## config.mk

```make
export PLATFORM = sky130hd
export DESIGN_NAME = bond_duration_calculator_top
export DESIGN_NICKNAME = d
export VERILOG_FILES = /design/src/sv/bdc_pkg.sv /design/src/sv/bdc_div.sv /design/src/sv/bond_duration_calculator_top.sv
export SDC_FILE = /design/constraint.sdc
export NUM_CORES = 2
export LEC_CHECK = 0
export BUFFER_PORTS_ARGS = -buffer_cell sky130_fd_sc_hd__buf_2
export CORE_UTILIZATION = 55
export CTS_BUF_LIST = sky130_fd_sc_hd__clkbuf_16
export DETAILED_ROUTE_END_ITERATION = 16
export PLACE_DENSITY_LB_ADDON = 0.25
export SKIP_LAST_GASP = 1
export SLEW_MARGIN = 20
export SYNTH_ARGS = -nofsm -noshare
export SYNTH_HDL_FRONTEND = slang
export SYNTH_HIERARCHICAL = 1
export SYNTH_SLANG_ARGS = --single-unit
```

## constraint.sdc

```tcl
create_clock -name clk_i -period 23.9 [get_ports clk_i]
set_input_delay 3.585 -clock clk_i [delete_from_list [all_inputs] [get_ports clk_i]]
set_output_delay 3.585 -clock clk_i [all_outputs]
set_load 0.02 [all_outputs]
```

## src/sv/bdc_pkg.sv

```systemverilog
package bdc_pkg;
  localparam int unsigned MaxTermsDefault = 1024;
  localparam logic [2:0] StatOk = 3'd0;
  localparam logic [2:0] StatNoTerms = 3'd1;
  localparam logic [2:0] StatBadFreq = 3'd2;
  localparam logic [2:0] StatZeroPrice = 3'd3;
  localparam logic [2:0] StatTooMany = 3'd4;

  typedef struct packed {
    logic        start;
    logic [63:0] num;
    logic [63:0] den;
  } div_req_t;

  // months per term for a valid frequency, zero otherwise
  function automatic logic [3:0] term_months(input logic [3:0] f);
    logic [3:0] m;
    m = 4'd0;
    unique case (f)
      4'd1: m = 4'd12;
      4'd2: m = 4'd6;
      4'd3: m = 4'd4;
      4'd4: m = 4'd3;
      4'd6: m = 4'd2;
      4'd12: m = 4'd1;
      default: m = 4'd0;
    endcase
    return m;
  endfunction
endpackage

```

## src/sv/bdc_div.sv

```systemverilog
module bdc_div
  import bdc_pkg::*;
(
  input  logic        clk_i,
  input  logic        rst_ni,
  input  div_req_t    req_i,
  output logic        done_o,
  output logic [63:0] quot_o,
  output logic [63:0] rem_o
);
  logic [6:0]  cnt_q, cnt_d;
  logic        busy_q, busy_d, done_q, done_d;
  logic [63:0] q_q, q_d, r_q, r_d, den_q, den_d;
  logic [64:0] trial;

  // restoring division, one quotient bit a cycle
  always_comb begin
    busy_d = busy_q;
    done_d = 1'b0;
    cnt_d = cnt_q;
    q_d = q_q;
    r_d = r_q;
    den_d = den_q;
    trial = {r_q, q_q[63]} - {1'b0, den_q};
    if (req_i.start) begin
      busy_d = 1'b1;
      cnt_d = 7'd0;
      q_d = req_i.num;
      r_d = '0;
      den_d = req_i.den;
    end else if (busy_q) begin
      if (!trial[64]) begin
        r_d = trial[63:0];
        q_d = {q_q[62:0], 1'b1};
      end else begin
        r_d = {r_q[62:0], q_q[63]};
        q_d = {q_q[62:0], 1'b0};
      end
      cnt_d = cnt_q + 7'd1;
      if (cnt_q == 7'd63) begin
        busy_d = 1'b0;
        done_d = 1'b1;
      end
    end
  end

  always_ff @(posedge clk_i or negedge rst_ni) begin
    if (!rst_ni) begin
      busy_q <= 1'b0;
      done_q <= 1'b0;
      cnt_q <= '0;
    end else begin
      busy_q <= busy_d;
      done_q <= done_d;
      cnt_q <= cnt_d;
    end
  end

  always_ff @(posedge clk_i) begin
    q_q <= q_d;
    r_q <= r_d;
    den_q <= den_d;
  end

  assign done_o = done_q;
  assign quot_o = q_q;
  assign rem_o = r_q;
endmodule

```

## src/sv/bond_duration_calculator_top.sv

```systemverilog
// a result takes five passes through the shared bit-serial divider and, per coupon term,
// a coupon product and an accumulate on the shared multiplier (plus a discount product
// for each term after the first); the remainder pass is skipped when macaulay saturates
// transactions: one at a time, the next accepted in the cycle after the result is taken
// error cases: a bad frequency goes out without a division, the other status codes after the term count division
// reset: asynchronous active low, clears the sequencer and output valid
module bond_duration_calculator_top
  import bdc_pkg::*;
#(
  parameter int unsigned MaxTerms = MaxTermsDefault
) (
  input  logic        clk_i,
  input  logic        rst_ni,
  input  logic        in_valid_i,
  output logic        in_stall_o,
  input  logic [11:0] maturity_year_i,
  input  logic [3:0]  maturity_month_i,
  input  logic [11:0] settlement_year_i,
  input  logic [3:0]  settlement_month_i,
  input  logic [3:0]  payments_per_year_i,
  input  logic [23:0] bond_price_i,
  input  logic [23:0] coupon_per_period_i,
  input  logic [23:0] yield_per_period_i,
  output logic        out_valid_o,
  input  logic        out_stall_i,
  output logic [31:0] macaulay_years_o,
  output logic [31:0] modified_years_o,
  output logic [2:0]  status_o
);
  localparam int NW = $clog2(MaxTerms + 1) + 1;

  localparam logic [3:0] SIdle = 4'd0;
  localparam logic [3:0] SSpan = 4'd1;
  localparam logic [3:0] SNdiv = 4'd2;
  localparam logic [3:0] SCheck = 4'd3;
  localparam logic [3:0] SDisc = 4'd4;
  localparam logic [3:0] SMulD = 4'd5;
  localparam logic [3:0] SMulC = 4'd6;
  localparam logic [3:0] SFace = 4'd7;
  localparam logic [3:0] SDivQ = 4'd8;
  localparam logic [3:0] SDivR = 4'd9;
  localparam logic [3:0] SDivM = 4'd10;
  localparam logic [3:0] SOut = 4'd11;
  localparam logic [3:0] SAccC = 4'd12;
  localparam logic [3:0] SAccF = 4'd13;

  logic [3:0]  st_q, st_d;
  logic [11:0] my_q, sy_q;
  logic [3:0]  mm_q, sm_q, fr_q;
  logic [23:0] pr_q, cp_q, yl_q;
  logic [16:0] span_q;       // signed
  logic [31:0] d_q, disc_q;
  logic [NW-1:0] n_q, i_q;
  logic [63:0] sum_q, q_q, prod_q;
  logic [31:0] mac_q, mod_q;
  logic [2:0]  stat_q;
  logic        ov_q;
  logic        wait_q;

  div_req_t    dreq;
  logic        ddone;
  logic [63:0] dquot, drem;
  logic [3:0]  tm;
  logic [16:0] span_abs;
  logic [27:0] pf;

  bdc_div u_div (
    .clk_i (clk_i),
    .rst_ni(rst_ni),
    .req_i (dreq),
    .done_o(ddone),
    .quot_o(dquot),
    .rem_o (drem)
  );

  assign tm = term_months(fr_q);
  assign span_abs = span_q[16] ? 17'd0 - span_q : span_q;
  assign in_stall_o = (st_q != SIdle);
  // price times frequency, the macaulay divisor
  assign pf = {4'd0, pr_q} * {24'd0, fr_q};

  // shared multiplier, one product per cycle, combinational; its products are registered by the sequencer
  // a term takes a discount product (not the first term), a coupon product, then its weighting by the term index
  logic [31:0] ma, mb;
  logic [63:0] mprod;
  always_comb begin
    ma = disc_q;
    mb = d_q;
    if (st_q == SMulC) mb = {8'd0, cp_q};
    else if (st_q == SFace) mb = 32'd100;
    else if (st_q == SAccC) begin
      ma = prod_q[55:24];
      mb = {{(32-NW){1'b0}}, i_q};
    end else if (st_q == SAccF) begin
      ma = prod_q[39:8];
      mb = {{(32-NW){1'b0}}, n_q};
    end
  end
  assign mprod = 64'(ma) * 64'(mb);

  always_comb begin
    st_d = st_q;
    dreq = '0;
    unique case (st_q)
      SIdle: if (in_valid_i) st_d = SSpan;
      SSpan: st_d = SNdiv;
      SNdiv: begin
        if (tm == 4'd0) st_d = SOut;
        else begin
          dreq.start = !wait_q;
          dreq.num = {47'd0, span_abs};
          dreq.den = {60'd0, tm};
          if (ddone) st_d = SCheck;
        end
      end
      SCheck: st_d = (stat_q != StatOk) ? SOut : SDisc;
      SDisc: begin
        dreq.start = !wait_q;
        dreq.num = 64'd1 << 56;
        dreq.den = {39'd0, 1'b1, yl_q};
        if (ddone) st_d = SMulC;
      end
      SMulD: st_d = SMulC;
      SMulC: st_d = SAccC;
      SAccC: st_d = (i_q == n_q) ? SFace : SMulD;
      SFace: st_d = SAccF;
      SAccF: st_d = SDivQ;
      SDivQ: begin
        dreq.start = !wait_q;
        dreq.num = sum_q;
        dreq.den = {36'd0, pf};
        if (ddone) st_d = SDivR;
      end
      SDivR: begin
        dreq.start = !wait_q;
        dreq.num = {drem[55:0], 8'd0};
        dreq.den = {36'd0, pf};
        if (ov_q) st_d = SDivM;
        else if (ddone) st_d = SDivM;
      end
      SDivM: begin
        dreq.start = !wait_q;
        dreq.num = {8'd0, mac_q, 24'd0};
        dreq.den = {39'd0, 1'b1, yl_q};
        if (ddone) st_d = SOut;
      end
      SOut: if (!out_stall_i) st_d = SIdle;
      default: st_d = SIdle;
    endcase
  end

  always_ff @(posedge clk_i or negedge rst_ni) begin
    if (!rst_ni) begin
      st_q <= SIdle;
      wait_q <= 1'b0;
    end else begin
      st_q <= st_d;
      // divider is kicked once on entry to a dividing state
      wait_q <= (st_d == st_q) && (dreq.start || wait_q);
    end
  end

  always_ff @(posedge clk_i) begin
    unique case (st_q)
      SIdle: begin
        my_q <= maturity_year_i;
        mm_q <= maturity_month_i;
        sy_q <= settlement_year_i;
        sm_q <= settlement_month_i;
        fr_q <= payments_per_year_i;
        pr_q <= bond_price_i;
        cp_q <= coupon_per_period_i;
        yl_q <= yield_per_period_i;
        stat_q <= StatOk;
        mac_q <= '0;
        mod_q <= '0;
      end
      SSpan: span_q <= ({5'd0, my_q} - {5'd0, sy_q}) * 17'sd12
                     + {13'd0, mm_q} - {13'd0, sm_q} + 17'd1;
      SNdiv: begin
        if (tm == 4'd0) stat_q <= StatBadFreq;
        else if (ddone) begin
          if (span_q[16] || dquot == 64'd0) stat_q <= StatNoTerms;
          else if (dquot > 64'(MaxTerms)) stat_q <= StatTooMany;
          else if (pr_q == 24'd0) stat_q <= StatZeroPrice;
          n_q <= dquot[NW-1:0];
        end
      end
      SCheck: begin
        sum_q <= '0;
        i_q <= {{(NW-1){1'b0}}, 1'b1};
      end
      SDisc: if (ddone) begin
        d_q <= (dquot > 64'hFFFF_FFFF) ? 32'hFFFF_FFFF : dquot[31:0];
        disc_q <= (dquot > 64'hFFFF_FFFF) ? 32'hFFFF_FFFF : dquot[31:0];
      end
      SMulD: begin
        disc_q <= mprod[63:32];
        i_q <= i_q + NW'(1);
      end
      SMulC: prod_q <= mprod;
      SAccC: sum_q <= sum_q + mprod;
      SFace: prod_q <= mprod;
      SAccF: sum_q <= sum_q + mprod;
      SDivQ: if (ddone) begin
        q_q <= dquot;
        ov_q <= dquot > 64'h00FF_FFFF;
      end
      SDivR: begin
        if (ov_q) mac_q <= 32'hFFFF_FFFF;
        else if (ddone) mac_q <= {q_q[23:0], 8'd0} + dquot[31:0];
      end
      SDivM: if (ddone) mod_q <= dquot[31:0];
      default: ;
    endcase
  end

  assign out_valid_o = (st_q == SOut);
  assign macaulay_years_o = (stat_q == StatOk) ? mac_q : 32'd0;
  assign modified_years_o = (stat_q == StatOk) ? mod_q : 32'd0;
  assign status_o = stat_q;
endmodule

```

; After elaboration in Yosys (flattened, before gate mapping)
; Index checks and enable logic that the tools add are counted.
[word_totals]
elab_cells = 153
regBits = 631
output_inout_bits = 69
inputBits = 112
[op_classes]
n_bitwise = 1
reduce_logical = 27
n_eq_ne = 27
magnitude_cmp = 3
n_addsub = 10
mul = 3
muxes = 54
[op_table]
columns = operator, count
row1 = $pmux 129 s5, 1
row2 = $mux 32, 15
row3 = $mux 64, 3
row4 = $pmux 32 s2, 3
row5 = $mux 129, 1
row6 = $pmux 64 s2, 1
row7 = $sub 65x64->65, 1
row8 = $add 64x64->64, 1
row9 = $gt 64x11->1 const B, 1
row10 = $gt 64x24->1 const B, 1
row11 = $gt 64x32->1 const B, 1
row12 = $logic_not 64->1, 1
row13 = $mul 32x32->64, 1
row14 = $pmux 4 s14, 1
row15 = $mux 4, 10
row16 = $add 32x32->32, 1
row17 = $eq 4x4->1 const B, 7
row18 = $mul 24x4->28, 1
row19 = $eq 4x3->1 const B, 6
row20 = $logic_not 24->1, 1
row21 = $pmux 12 s2, 1
row22 = $pmux 4 s6, 1
row23 = $add 17x1->17 const B, 1
row24 = $add 17x4->17, 1
row25 = other kinds (32), 63

; Longest topological paths before layout
[logic_depth]
depth_word = 8
ltp_mapped = 51
mapped_depth_nobuf = 46

; Hierarchy
; The synthesis kept the hierarchy.
[modules_own_cells]
columns = module, area_each_um2, instances, cells_each
row1 = bond_duration_calculator_top, 59067.9, 1, 6403
row2 = bdc_div, 11939.0, 1, 1196

; Worst setup path before layout
; No wires, ideal clock.
[synth_path]
path_type = flip-flop to flip-flop
from = register st_q[2]
to = register sum_q[63], data pin
t_arrival_ps = 11860
path_slack_ps = 11775
synth_period_minus_slack_ps = 12125
path_buffers = 4
setup_time_ps = 266
path_stages_with_launch = 44
t_required_ps = 23634
cell_sequence = dfrtp_1 clkbuf_1 nor2b_1 and2_1 clkbuf_1 o31a_1 clkbuf_1 nor2_1 fa_1 fa_1 inv_1 fa_1 inv_1 fa_1 inv_1 fa_1 fa_1 fa_1 [... 8 more ...] a21oi_1 a21o_1 o21ai_4 a21oi_2 o31a_1 xnor2_2 ha_1 a21o_1 a21o_1 a21o_1 a21o_1 a22oi_1 inv_1 o41ai_1 a31oi_1 o21bai_1 xnor2_1 nor2_1
[synth_between]
elab_chain_len = 8
elab_cells_between_ends = 17
classes_between = add/sub (1) / mul (1) / eq/ne (5) / mux (9) / reduce/logical (1)
[synth_lines]
columns = element, line_no
row1 = start: declaration, bond_duration_calculator_top.sv:47  ; logic [3:0] st_q, st_d;
row2 = start signal: assignment, bond_duration_calculator_top.sv:154  ; st_q <= SIdle;
row3 = start signal: assignment, bond_duration_calculator_top.sv:157  ; st_q <= st_d;
row4 = $eq 4x4->1, "bond_duration_calculator_top.sv:94, bond_duration_calculator_top.sv:164"
row5 = $mux 32, bond_duration_calculator_top.sv:94  ; end else if (st_q == SAccF) begin
row6 = $mux 32, bond_duration_calculator_top.sv:91  ; else if (st_q == SAccC) begin
row7 = $mux 32, bond_duration_calculator_top.sv:90  ; else if (st_q == SFace) mb = 32'd100;
row8 = $mux 32, bond_duration_calculator_top.sv:89  ; if (st_q == SMulC) mb = {8'd0, cp_q};
row9 = $mul 32x32->64, bond_duration_calculator_top.sv:99  ; assign mprod = 64'(ma) * 64'(mb);
row10 = $add 64x64->64, "bond_duration_calculator_top.sv:202, bond_duration_calculator_top.sv:204"
row11 = $pmux 64 s2 *, bond_duration_calculator_top.sv:164  ; unique case (st_q)
row12 = end signal: assignment, bond_duration_calculator_top.sv:202  ; SAccC: sum_q <= sum_q + mprod;
row13 = end signal: assignment, bond_duration_calculator_top.sv:204  ; SAccF: sum_q <= sum_q + mprod;
row14 = end: declaration, bond_duration_calculator_top.sv:54  ; logic [63:0] sum_q, q_q, prod_q;
; Every way passes the cells marked *; elsewhere a longest branch is shown, timed or not.
; A chain may end at the register's enable or synchronous reset.

; Final worst setup path
[layout_path]
from = register st_q[3]
to = register sum_q[63], data pin
; Same word-level chain as after synthesis.

==> impl_metrics.tcl <==
set metrics [dict create \
    vias 57100 \
    drtIter0Drc 6121 \
    required_ns 24.29 \
    path_max_fanout 48 \
    cts-resized-gates 0 \
    drtAntennaViolNets 0 \
    cts_sinks 623 \
    maxCapViolations 0 \
    grt_max_degree 142 \
    rsz0062_at_grt "no" \
    grt_pass1_wl_um 358000 \
    cts_tree "built" \
    synth_fa_ha_area_share_pct 35.4 \
    synth-compound-area-share_pct 10.4 \
    grt_pass1_vias 58100 \
    synthArstFlopShare_pct 2.25 \
    max_freq_mhz 72.0 \
    port_buffers 180 \
    synth_top_area_cell "fa_1" \
    fin_crit_sh_pct 58.1 \
    dpl.hpwl_um 187000 \
    core_um2 128000 \
    grt_antenna_before_repair 13 \
    clockBufferDepth 3 \
    cts.htree.levels 3 \
    cts_inserted_buffers 71 \
    met3_usage_pct 8.26 \
    route.detailed.drc 0 \
    dieHeight_um 361 \
    syn_to_final_growth_pct 7.45 \
    grt_overflow_total 0 \
    gp_congestion 1.02 \
    clkTransAtPathRegs_ns 0.06 \
    cp-start-kind "flip-flop" \
    synth_most_common_cell "inv_1" \
    slew_headroom_pct 20.2 \
    fill_cells 11000 \
    tightest_slew_ns 1.20 \
    track_usage_pct 36.8 \
    start_util_pct 55.5 \
    drt_pass1_iterations 6 \
    yosysTopAreaCellShare_pct 26.7 \
    fin_setup_tns_ns 0 \
    netlist_instances 7599 \
    grt_util_met1_pct 47.3 \
    yosys_warnings 6 \
    synthXorXnorAreaFrac_pct 3.52 \
    multi_input_area_um2 47900 \
    grtUsageMet2_pct 57.4 \
    synth-main-ff-cell "edfxtp_1" \
    yosys_register_bits 623 \
    synth_top_family_by_area "adder cells" \
    wl_um 237000 \
    post_cts_buffers 0 \
    critical-path-max-stage-delay_ns 0.98 \
    root_buffer "clkbuf_16" \
    ys_types 94 \
    vias_per_cell 6.11 \
    routedWlPerCell_um 25.4 \
    busiest_layer "met2" \
    muxShareOfSynthArea_pct 2.11 \
    ios 181 \
    hold_class "reg2reg" \
    synth-edff-count 545 \
    slowest_stage "o31ai_2" \
    hold_violations 0 \
    postCtsHoldBufs 0 \
    synth-simple-area-share_pct 15.5 \
    ys_top_cells_by_area "fa_1 (27%), edfxtp_1 (23%), ha_1 (8.7%)" \
    stdcell_area_um2 76300 \
    dieArea_um2 131000 \
    die_width_um 361 \
    finalMaxSlewViolations 0 \
    cp_common_cell "fa_1" \
    period_needed_ns 13.88 \
    cp-end-kind "flip-flop" \
    arrival_ns 14.28 \
    netlist_area_um2 71000 \
    nets 9177 \
    outcome "finished, final reports clean" \
    holdPathStages 1 \
    dpl_cell_area_um2 73900 \
    final_layout_size_suffix_gt1_share_pct 7.83 \
    core.rowCount 131 \
    insertion_delay_ns 0.68 \
    syn_area_per_cell_um2 9.34 \
    setup-violations-final 0 \
    skew_ns 0.0259 \
    synthTopCellsByCount "inv_1 (1,044), nor2_1 (1,009), fa_1 (948)" \
    crit_type "reg2reg" \
    r2r_cells 41 \
    final-seq-area_um2 18000 \
    yosysSeqAreaShare_pct 25.3 \
]
==> metal layers <==
| metal | share of wire, % | vias to the layer above |
|---|---|---|
| met5 | 0.042 | - |
| met4 | 6.6 | 16 |
| met3 | 11 | 656 |
| met2 | 45 | 3037 |
| met1 | 38 | 28500 |
| li1 | - | 24900 |
==> cell type report <==
type | count | area share [%]
Antenna cell | 3 | 0.00984
Multi-Input combinational cell | 5571 | 62.8
Sequential cell | 623 | 23.6
Clock buffer | 73 | 2.39
Inverter | 1045 | 5.14
Clock inverter | 58 | 0.772
Tap cell | 1662 | 2.73
Timing Repair Buffer | 314 | 2.52
==> flip-flops by register name (all words and copies together) (netlist names), 7 cells and up <==
| register | count |
|---|---|
| my_q | 12 |
| d_q | 32 |
| mod_q | 32 |
| span_q | 17 |
| i_q | 12 |
| n_q | 12 |
| q_q | 24 |
| mac_q | 32 |
| pr_q | 24 |
| yl_q | 24 |
| u_div/quot_o | 64 |
| disc_q | 32 |
| cp_q | 24 |
| u_div/den_q | 64 |
| sy_q | 12 |
| prod_q | 48 |
| u_div/rem_o | 64 |
| u_div/cnt_q | 7 |
| sum_q | 64 |
==> kinds of logic (layout without fill, tap and decap cells) <==
family / Yosys count / after routing
xor gates and xnor gates: 281 / 281
muxes: 138 / 138
adders and majority gates: 1439 / 1439
AOI/OAI and AO/OA: 1146 / 1146
buffers and inverters: 1440 / 1490
other: 1 / 39
and+or+nand+nor: 2531 / 2531
DFF: 623 / 623
==> critical path: cells and delay by family, from the launching register on <==
family,cells,cell delay [ns]
AOI/OAI and AO/OA,18,5.05
adders and majority gates,10,5.04
and+or+nand+nor,7,1.76
buffers and inverters,5,0.77
DFF,1,0.77
xor gates and xnor gates,1,0.16
==> cells in the final DEF (no fill, tap or decap), types with 67 or more instances in the layout <==
| cell | instances |
|---|---|
| a211oi_1 | 67 |
| fa_1 | 948 |
| buf_4 | 132 |
| edfxtp_1 | 545 |
| mux2_2 | 91 |
| nor3_1 | 67 |
| nor2_1 | 1003 |
| nand2_1 | 864 |
| o21ai_0 | 192 |
| and2_1 | 116 |
| a21o_1 | 110 |
| a21oi_1 | 342 |
| buf_2 | 180 |
| clkbuf_16 | 73 |
| or3_1 | 92 |
| xnor2_1 | 167 |
| inv_1 | 1053 |
| ha_1 | 491 |
| nand4_1 | 74 |
| xor2_1 | 111 |
==> metrics by stage <==
stage                     setup slack, ns  hold WS (ns)  std cells  util [%]
after floorplan                     11.77         0.436       7634         -
after global placement              10.47         0.455       9215      57.8
after detailed placement            10.24         0.463       9215      57.8
after CTS                           10.17         0.469       9346      59.7
after global routing                 9.53         0.508       9347      59.7
final                               10.02         0.474       9349      59.7
==> path summary, 6_finish.rpt <==
check,end,from,slack (ns)
worst min register to register,u_div/done_o,u_div/cnt_q[6],0.47
worst max-delay path,sum_q[63],st_q[3],10.02
max in group asynchronous,u_div/busy_q,rst_ni,20.70
worst max register to register,sum_q[63],st_q[3],10.02
worst min-delay path,u_div/done_o,u_div/cnt_q[6],0.47
min in group asynchronous,wait_q,rst_ni,2.85
Power is not shown: default switching activity piles up to over one toggle a cycle in this logic, so the estimate is an artifact.
